### config.mk
export PLATFORM = sky130hd
export DESIGN_NAME = utf8_validate_escape
export DESIGN_NICKNAME = d
export VERILOG_FILES = /design/src/u8ve_pkg.sv /design/src/u8ve_front.sv /design/src/u8ve_queue.sv /design/src/u8ve_back.sv /design/src/utf8_validate_escape.sv
export SDC_FILE = /design/constraint.sdc
export NUM_CORES = 1
export LEC_CHECK = 0
export BUFFER_PORTS_ARGS = -buffer_cell sky130_fd_sc_hd__buf_2
export CAP_MARGIN = 20
export CORE_MARGIN = 2
export CORE_UTILIZATION = 40
export CTS_CLUSTER_SIZE = 40
export DETAILED_ROUTE_END_ITERATION = 8
export PLACE_DENSITY_LB_ADDON = 0.2
export SLEW_MARGIN = 20
export SYNTH_ARGS = -nofsm -noshare
export SYNTH_HDL_FRONTEND = slang
export SYNTH_SLANG_ARGS = --single-unit
### constraint.sdc
create_clock -name i_clk -period 7.2 [get_ports i_clk]
set_input_delay 2.16 -clock i_clk [delete_from_list [all_inputs] [get_ports i_clk]]
set_output_delay 2.16 -clock i_clk [all_outputs]
set_load 0.01 [all_outputs]
### src/u8ve_pkg.sv
// Shared types, constants and helpers for the UTF-8 validate-and-escape block.
package u8ve_pkg;

    // Depth of the command queue between front and back
    localparam int QUEUE_DEPTH = 2;

    // Byte classification limits
    localparam logic [7:0] CTRL_LIMIT   = 8'h20;
    localparam logic [7:0] ASCII_LIMIT  = 8'h80;
    localparam logic [7:0] LEAD2_LOW    = 8'hC2;
    localparam logic [7:0] LEAD3_LOW    = 8'hE0;
    localparam logic [7:0] LEAD4_LOW    = 8'hF0;
    localparam logic [7:0] LEAD_LIMIT   = 8'hF5;
    localparam logic [7:0] CONT_MASK    = 8'hC0;
    localparam logic [7:0] CONT_TAG     = 8'h80;
    localparam logic [7:0] LEAD_E0      = 8'hE0;
    localparam logic [7:0] LEAD_ED      = 8'hED;
    localparam logic [7:0] LEAD_F0      = 8'hF0;
    localparam logic [7:0] LEAD_F4      = 8'hF4;
    localparam logic [7:0] SURR_LIMIT   = 8'hA0;
    localparam logic [7:0] PLANE_LIMIT  = 8'h90;
    localparam logic [3:0] NIBBLE_MASK  = 4'hF;

    // Escape characters
    localparam logic [7:0] CHR_BSLASH   = 8'h5C;
    localparam logic [7:0] CHR_X        = 8'h78;
    localparam logic [7:0] CHR_ZERO     = 8'h30;
    localparam logic [7:0] CHR_ALPHA    = 8'h37;   // 'A' - 10

    // Position within a four-character escape
    localparam logic [1:0] ESC_BSLASH   = 2'd0;
    localparam logic [1:0] ESC_X        = 2'd1;
    localparam logic [1:0] ESC_HI       = 2'd2;
    localparam logic [1:0] ESC_LO       = 2'd3;

    // What happens to the incoming byte in one command
    typedef enum logic [1:0] {
        B_NONE,
        B_PASS,
        B_ESC
    } t_bmode;

    // One command word: held prefix (pass or escape), then the incoming byte
    typedef struct packed {
        logic [2:0][7:0] held;
        logic [1:0]      pfx_n;
        logic            pfx_esc;
        logic [7:0]      b;
        t_bmode          bmode;
        logic            eos;
    } t_cmd;

    // Upper-case hex digit of a nibble
    function automatic logic [7:0] hex_char(input logic [3:0] d);
        return (d < 4'd10) ? (CHR_ZERO + {4'd0, d}) : (CHR_ALPHA + {4'd0, d});
    endfunction

    // Sequence length from a lead byte, 0 for a byte that cannot lead
    function automatic logic [2:0] lead_length(input logic [7:0] b);
        if (b < ASCII_LIMIT) return 3'd1;
        if (b < LEAD2_LOW)   return 3'd0;
        if (b < LEAD3_LOW)   return 3'd2;
        if (b < LEAD4_LOW)   return 3'd3;
        if (b < LEAD_LIMIT)  return 3'd4;
        return 3'd0;
    endfunction

endpackage

### src/u8ve_front.sv
// Front end: takes input bytes, tracks the held UTF-8 sequence, issues command words.
module u8ve_front (
    input  logic          i_clk,
    input  logic          i_rst_n,
    input  logic          i_valid,
    output logic          o_stall,
    input  logic [7:0]    i_in_byte,
    input  logic          i_end_of_string,
    input  logic          i_q_full,
    output logic          o_push,
    output u8ve_pkg::t_cmd o_cmd
);
    import u8ve_pkg::*;

    logic [2:0][7:0] r_held;
    logic [1:0]      r_cnt;
    logic [2:0]      r_exp;
    logic [1:0]      n_cnt;
    logic [2:0]      n_exp;
    logic            hold_we;
    logic [1:0]      hold_idx;
    logic            accept;
    logic            ok;
    logic            complete;
    logic            take_idle;
    logic [2:0]      len;
    t_cmd            cmd;

    assign o_stall = i_q_full;
    assign accept  = i_valid && !i_q_full;
    assign len     = lead_length(i_in_byte);

    // continuation check with second-byte limits
    always_comb begin
        ok = (i_in_byte & CONT_MASK) == CONT_TAG;
        if (r_cnt == 2'd1) begin
            if (r_exp == 3'd3) begin
                if (r_held[0] == LEAD_E0 && i_in_byte < SURR_LIMIT) ok = 1'b0;
                if (r_held[0] == LEAD_ED && i_in_byte >= SURR_LIMIT) ok = 1'b0;
            end else if (r_exp == 3'd4) begin
                if (r_held[0] == LEAD_F0 && i_in_byte < PLANE_LIMIT) ok = 1'b0;
                if (r_held[0] == LEAD_F4 && i_in_byte >= PLANE_LIMIT) ok = 1'b0;
            end
        end
    end

    assign complete = ({1'b0, r_cnt} + 3'd1) >= r_exp;

    // build command and next held state
    always_comb begin
        cmd.held    = r_held;
        cmd.pfx_n   = 2'd0;
        cmd.pfx_esc = 1'b0;
        cmd.b       = i_in_byte;
        cmd.bmode   = B_NONE;
        cmd.eos     = i_end_of_string;
        n_cnt       = r_cnt;
        n_exp       = r_exp;
        hold_we     = 1'b0;
        hold_idx    = r_cnt;
        take_idle   = 1'b0;

        if (r_cnt == 2'd0) begin
            take_idle = 1'b1;
        end else if (ok) begin
            if (complete) begin
                cmd.pfx_n = r_cnt;
                cmd.bmode = B_PASS;
                n_cnt     = 2'd0;
                n_exp     = 3'd0;
            end else if (i_end_of_string) begin
                cmd.pfx_n   = r_cnt;
                cmd.pfx_esc = 1'b1;
                cmd.bmode   = B_ESC;
                n_cnt       = 2'd0;
                n_exp       = 3'd0;
            end else begin
                hold_we = 1'b1;
                n_cnt   = r_cnt + 2'd1;
            end
        end else begin
            // broken sequence: escape what is held, then treat byte as fresh
            cmd.pfx_n   = r_cnt;
            cmd.pfx_esc = 1'b1;
            n_cnt       = 2'd0;
            n_exp       = 3'd0;
            take_idle   = 1'b1;
        end

        if (take_idle) begin
            if (i_in_byte < CTRL_LIMIT) begin
                cmd.bmode = B_ESC;
            end else if (i_in_byte < ASCII_LIMIT) begin
                cmd.bmode = B_PASS;
            end else if (len >= 3'd2) begin
                if (i_end_of_string) begin
                    cmd.bmode = B_ESC;
                end else begin
                    hold_we  = 1'b1;
                    hold_idx = 2'd0;
                    n_cnt    = 2'd1;
                    n_exp    = len;
                end
            end else begin
                cmd.bmode = B_ESC;
            end
        end
    end

    assign o_cmd  = cmd;
    assign o_push = accept && (cmd.pfx_n != 2'd0 || cmd.bmode != B_NONE);

    // sequence state
    always_ff @(posedge i_clk) begin
        if (!i_rst_n) begin
            r_cnt <= 2'd0;
            r_exp <= 3'd0;
        end else if (accept) begin
            r_cnt <= n_cnt;
            r_exp <= n_exp;
        end
    end

    // held bytes, no reset
    always_ff @(posedge i_clk) begin
        if (accept && hold_we) begin
            r_held[hold_idx] <= i_in_byte;
        end
    end

endmodule

### src/u8ve_queue.sv
// Small command queue between front and back.
module u8ve_queue #(
    parameter int DEPTH = u8ve_pkg::QUEUE_DEPTH
) (
    input  logic           i_clk,
    input  logic           i_rst_n,
    input  logic           i_push,
    input  u8ve_pkg::t_cmd i_data,
    output logic           o_full,
    input  logic           i_pop,
    output logic           o_nonempty,
    output u8ve_pkg::t_cmd o_data
);
    import u8ve_pkg::*;

    localparam int PW = (DEPTH > 1) ? $clog2(DEPTH) : 1;
    localparam int CW = $clog2(DEPTH + 1);

    t_cmd          r_mem [DEPTH];
    logic [PW-1:0] r_wr;
    logic [PW-1:0] r_rd;
    logic [CW-1:0] r_cnt;
    logic [PW-1:0] n_wr;
    logic [PW-1:0] n_rd;

    assign o_full     = r_cnt == CW'(DEPTH);
    assign o_nonempty = r_cnt != '0;
    assign o_data     = r_mem[r_rd];

    assign n_wr = (r_wr == PW'(DEPTH - 1)) ? '0 : r_wr + 1'b1;
    assign n_rd = (r_rd == PW'(DEPTH - 1)) ? '0 : r_rd + 1'b1;

    // pointers and fill count
    always_ff @(posedge i_clk) begin
        if (!i_rst_n) begin
            r_wr  <= '0;
            r_rd  <= '0;
            r_cnt <= '0;
        end else begin
            if (i_push) r_wr <= n_wr;
            if (i_pop)  r_rd <= n_rd;
            if (i_push && !i_pop)      r_cnt <= r_cnt + 1'b1;
            else if (i_pop && !i_push) r_cnt <= r_cnt - 1'b1;
        end
    end

    // storage
    always_ff @(posedge i_clk) begin
        if (i_push) begin
            r_mem[r_wr] <= i_data;
        end
    end

endmodule

### src/u8ve_back.sv
// Back end: expands command words into output bytes, one per cycle while i_stall is low.
module u8ve_back (
    input  logic           i_clk,
    input  logic           i_rst_n,
    input  logic           i_q_nonempty,
    input  u8ve_pkg::t_cmd i_cmd,
    output logic           o_pop,
    output logic           o_valid,
    input  logic           i_stall,
    output logic [7:0]     o_out_byte,
    output logic           o_run_last,
    output logic           o_string_done
);
    import u8ve_pkg::*;

    logic       r_valid;
    logic [7:0] r_byte;
    logic       r_last;
    logic       r_done;
    logic [1:0] r_slot;
    logic [1:0] r_char;

    logic       load;
    logic       in_pfx;
    logic [7:0] op_byte;
    logic       op_esc;
    logic       op_last;
    logic       char_last;
    logic [7:0] cur_byte;

    // current operation within the head command
    always_comb begin
        in_pfx  = r_slot < i_cmd.pfx_n;
        op_byte = in_pfx ? i_cmd.held[r_slot] : i_cmd.b;
        op_esc  = in_pfx ? i_cmd.pfx_esc : (i_cmd.bmode == B_ESC);
        op_last = (i_cmd.bmode != B_NONE) ? (r_slot == i_cmd.pfx_n)
                                          : (r_slot == 2'(i_cmd.pfx_n - 2'd1));
        char_last = !op_esc || (r_char == ESC_LO);
    end

    // character select
    always_comb begin
        if (!op_esc) begin
            cur_byte = op_byte;
        end else begin
            unique case (r_char)
                ESC_BSLASH: cur_byte = CHR_BSLASH;
                ESC_X:      cur_byte = CHR_X;
                ESC_HI:     cur_byte = hex_char(op_byte[7:4]);
                ESC_LO:     cur_byte = hex_char(op_byte[3:0] & NIBBLE_MASK);
                default:    cur_byte = CHR_BSLASH;
            endcase
        end
    end

    assign load  = !r_valid || !i_stall;
    assign o_pop = load && i_q_nonempty && op_last && char_last;

    // output register and position counters
    always_ff @(posedge i_clk) begin
        if (!i_rst_n) begin
            r_valid <= 1'b0;
            r_slot  <= 2'd0;
            r_char  <= 2'd0;
        end else if (load) begin
            r_valid <= i_q_nonempty;
            if (i_q_nonempty) begin
                if (char_last) begin
                    r_char <= 2'd0;
                    r_slot <= op_last ? 2'd0 : r_slot + 2'd1;
                end else begin
                    r_char <= r_char + 2'd1;
                end
            end
        end
    end

    // output payload
    always_ff @(posedge i_clk) begin
        if (load && i_q_nonempty) begin
            r_byte <= cur_byte;
            r_last <= op_last && char_last;
            r_done <= op_last && char_last && i_cmd.eos;
        end
    end

    assign o_valid       = r_valid;
    assign o_out_byte    = r_byte;
    assign o_run_last    = r_last;
    assign o_string_done = r_done;

endmodule

### src/utf8_validate_escape.sv
// Top level of the UTF-8 validate-and-escape block.
// Input channel: i_valid / o_stall carry one string byte per word with an
// end-of-string flag. Output channel: o_valid / i_stall carry one output byte
// per word, with run_last on the final byte caused by an input byte and
// string_done on the final byte of the string.
// ASCII bytes 0x20-0x7F pass as one byte; bytes below 0x20, bytes that cannot
// lead and bytes of a broken or unfinished sequence become a four-byte \xHH
// escape; a valid multi-byte sequence is held and released whole when its last byte arrives.
// Throughput: the output side sends one byte per cycle while i_stall is low.
// An input byte releases 1 output byte for ASCII, 4 for an escape, 0 while
// a sequence is being collected, up to 16 when a held sequence breaks.
// The front takes a byte each cycle while the command queue has room.
// Each command passes through the queue storage, then the output register.
// Reset clears the held-sequence count, the queue and the output valid flag.
// When the receiver stalls, the output word holds and the queue fills; once
// full, o_stall is raised towards the sender.
module utf8_validate_escape #(
    parameter int QUEUE_DEPTH = u8ve_pkg::QUEUE_DEPTH
) (
    input  logic       i_clk,
    input  logic       i_rst_n,
    input  logic       i_valid,
    output logic       o_stall,
    input  logic [7:0] i_in_byte,
    input  logic       i_end_of_string,
    output logic       o_valid,
    input  logic       i_stall,
    output logic [7:0] o_out_byte,
    output logic       o_run_last,
    output logic       o_string_done
);
    import u8ve_pkg::*;

    logic q_full;
    logic q_nonempty;
    logic push;
    logic pop;
    t_cmd cmd_in;
    t_cmd cmd_out;

    u8ve_front u_front (
        .i_clk           (i_clk),
        .i_rst_n         (i_rst_n),
        .i_valid         (i_valid),
        .o_stall         (o_stall),
        .i_in_byte       (i_in_byte),
        .i_end_of_string (i_end_of_string),
        .i_q_full        (q_full),
        .o_push          (push),
        .o_cmd           (cmd_in)
    );

    u8ve_queue #(
        .DEPTH (QUEUE_DEPTH)
    ) u_queue (
        .i_clk      (i_clk),
        .i_rst_n    (i_rst_n),
        .i_push     (push),
        .i_data     (cmd_in),
        .o_full     (q_full),
        .i_pop      (pop),
        .o_nonempty (q_nonempty),
        .o_data     (cmd_out)
    );

    u8ve_back u_back (
        .i_clk         (i_clk),
        .i_rst_n       (i_rst_n),
        .i_q_nonempty  (q_nonempty),
        .i_cmd         (cmd_out),
        .o_pop         (pop),
        .o_valid       (o_valid),
        .i_stall       (i_stall),
        .o_out_byte    (o_out_byte),
        .o_run_last    (o_run_last),
        .o_string_done (o_string_done)
    );

endmodule
==> key figures <==
Status
  – Status: finished, final reports clean

Placed design
  – Post-DP HPWL: roughly 7400 um
  – Port bufs: 24
  – Placer Congestion: 0.850

Floorplanning
  – Die area: 0.0149 mm2
  – Num rows: 43
  – Starting density of the core: between 40% and 50%
  – Die H: about 120 um
  – Core area: around 0.014 mm2
  – Boundary pin count: 25
  – Die width: 122 um

Timing
  – Final Hold Vio Count: 0
  – Relative slew slack: a little over a third
  – Max Fclk: about 220 MHz
  – Slew Limit Fails: 0
  – RSZ-0062 raised after global routing: false
  – Min Clock Period, post-route: 4600 ps
  – Setup TNS: 0 ps
  – Final Setup Violations: 0
  – Skew final: just over 7 ps
  – Period utilization: between 60% and 70%
  – Measured slew at the worst slew-check pin: roughly 950 ps

Synthesis
  – Post-synth top area share: just under 60%
  – Count of different cell masters after synthesis: 69
  – Number of synthesized flops with an enable pin: 110
  – Fraction of registers with async set/reset: 0%
  – Yosys warns: 0
  – Post-synthesis sequential area ratio: approximately 65%
  – Synth Instances: between 300 and 400
  – Post-Syn Area: around 0.0056 mm2
  – Post-Syn Nets: between 400 and 500
  – Synth area leader: edfxtp_1
  – #FFs+latches synth: 125
  – Ys flop type: edfxtp_1
  – Syn avg cell area: roughly 14 um2
  – Synth top area cells: edfxtp_1 59%, dfxtp_1 5.4%, ha_1 3.1%

Critical path
  – Crit path required time: between 7000 and 8000 ps
  – Delay of the slowest critical-path stage: roughly 680 ps
  – Reg2reg path depth: 9
  – CP Max Fanout: 25
  – Startpoint types: primary input
  – Crit path kind: primary input to flop
  – Critical Path Stages: 8
  – Worst-path cell chain: buf_2, or4_1, o211ai_1, a21o_1, o41ai_1, o211ai_2, nor2b_4, buf_8
  – Crit path max-delay family: simple AND/OR/NAND/NOR gates
  – Buf/Inv on CP: 2
  – Data arrival, critical path: between 4000 and 5000 ps
  – Crit path max-delay cell type: nor2b_4
  – Crit path capture type: flop

Layout
  – Diode count: 0
  – Commonest cells after routing, fill and taps aside: 110 x edfxtp_1, 28 x nor2_1, 24 x buf_2
  – Nets@finish: 449
  – Share of cells above drive strength 1: between 20% and 30%
  – Commonest non-fill, non-tap cell in the layout: edfxtp_1
  – Filler cells: roughly 1,200
  – Layout area overhead: 16.9%

CTS
  – CTS tree: yes
  – Setup bufs post-CTS: 0
  – CTS Buf Count: 17
  – Post_cts resized: 0
  – CTS Hold Bufs: 0
  – Clock-pin slew on the worst setup and hold paths: 60 ps
  – H-tree depth: 4
  – CTS max path bufs: 2
  – CTS root buffer: clkbuf_16
  – Clock latency at the later pin of the worst-skew pair: 410 ps
  – TritonCTS sink count: around 130

Routing
  – Post-DR vias/cell: approximately 5.3
  – DRC viols: 0
  – Drt first pass iters: 5
  – Routed vias: around 3,200
  – WL final: roughly 11,000 um
  – Drt first-iter violations: about 230
  – WL per Instance: 17.8 um
  – Post-DRT Antenna Nets: 0

Worst hold path
  – Min-Delay Path Class: flop to flop
  – Worst hold stages: 0

Global routing
  – Antenna violations before repair: 0
  – First-pass GRT wire length: about 18,000 um
  – Total GRT Usage: approximately 16%
  – Vias in the first global route: between 3,000 and 4,000
  – Largest net degree at the start of global routing: 39
  – Grt total ovfl: 0

Pwr
  – Power per cell area: about 400 mW/mm2
  – Overall power: 2.58 mW
  – Max VDD drop: about 0.15 mV
  – Leakage: between 2 and 2.5 nW

Run
  – Max Cap Violations: 0
sequential cells by signal (all words and copies together), names as in the netlist, named ones only:
signal	count
u_queue.r_cnt	2
u_back.o_string_done	1
u_back.r_slot	2
u_front.r_cnt	2
u_queue.r_wr	1
u_back.o_out_byte	8
u_front.o_cmd	24
u_back.o_run_last	1
u_queue.r_rd	1
u_back.o_valid	1
u_back.r_char	2
u_front.r_exp	3
u_queue.r_mem	76
power breakdown:
group	internal (mW)	switching, mW
combinational	0.299	0.434
clock	0.549	0.315
sequential	0.933	0.0500
worst paths after layout:
path,startpoint,to,slack (ps)
setup / recovery,i_in_byte[5],u_queue.r_mem[0][10],2600
hold / removal,u_front.o_cmd[27],u_queue.r_mem[0][27],450
setup reg to reg,flop,u_back.o_out_byte[0],3410
hold reg to reg,u_front.o_cmd[27],u_queue.r_mem[0][27],450
area by class of cell:
class                   count  area (um2)  area share (%)
flip-flops and latches    125        3600            55.4
clock inverters            15         188            2.88
well taps                 180         225            3.46
repair buffers             28         158            2.42
inverters                  15        56.3           0.865
clock buffers              17         425            6.54
multi-input cells         235        1850            28.5
metal layers:
metal / routed length, um / share of wire [%] / track usage, %
met5: 0 / 0 / 0
met4: 99 / 0.91 / 5.75
met2: 5420 / 50 / 25.9
met1: 4940 / 45 / 20.7
met3: 475 / 4.3 / 4.63
cell usage after synthesis, types with 2 or more instances:
cell type and number:
xor2_1 3, mux2_2 10, a31oi_1 2, a22o_1 3, a211oi_1 6, xnor2_1 2
clkinv_1 2, nor2b_1 4, o21bai_1 2, o211ai_1 2, o21ai_0 13, a21o_1 2
or2_2 2, or4b_1 2, a22oi_1 4, dfxtp_1 15, o31ai_1 3, mux4_1 2
a21oi_1 16, mux2i_2 2, nand2_1 17, mux4_2 6, and3_1 2, buf_6 4
a32oi_1 2, nand2b_1 6, ha_1 14, mux2i_1 17, inv_1 13, and2_1 6
edfxtp_1 110, o41ai_1 2, and4b_1 2, or3_1 3, clkbuf_1 4, nor3_1 11
nand3_1 5, nor2_1 28, nand4_1 6
stage by stage:
stage | hold WS (ps) | instances | util, % | setup WS [ps] | cell area (um2)
2_1_floorplan | 421 | 385 | - | 1580 | 5570
3_3_place_gp | 425 | 582 | 42.8 | 2080 | 5870
3_5_place_dp | 434 | 582 | 42.9 | 2050 | 5880
4_1_cts | 448 | 614 | 47.3 | 2480 | 6490
5_1_grt | 463 | 615 | 47.4 | 2390 | 6510
6_report | 449 | 615 | 47.4 | 2600 | 6510
worst register-to-register path: stages (launching register included):
cell	delay, ps
dfxtp_1	300
buf_4	420
mux2i_1	400
ha_1	210
nor2b_1	350
or2_2	390
mux2i_1	760
o21ai_2	160
mux2i_1	160
a311o_1	370
kinds of logic (layout without fill, tap and decap cells):
logic type	after synthesis	in the layout	share of synthesized area, %
flops	125	125	64.7
mux	37	37	8.95
xor+xnor	6	6	1.19
fa+ha+maj	14	14	3.15
simple gates	102	102	9.64
compound gates	76	76	10.0
buf+inv	25	75	2.32
Note: power is estimated with default switching activity, not from simulation.
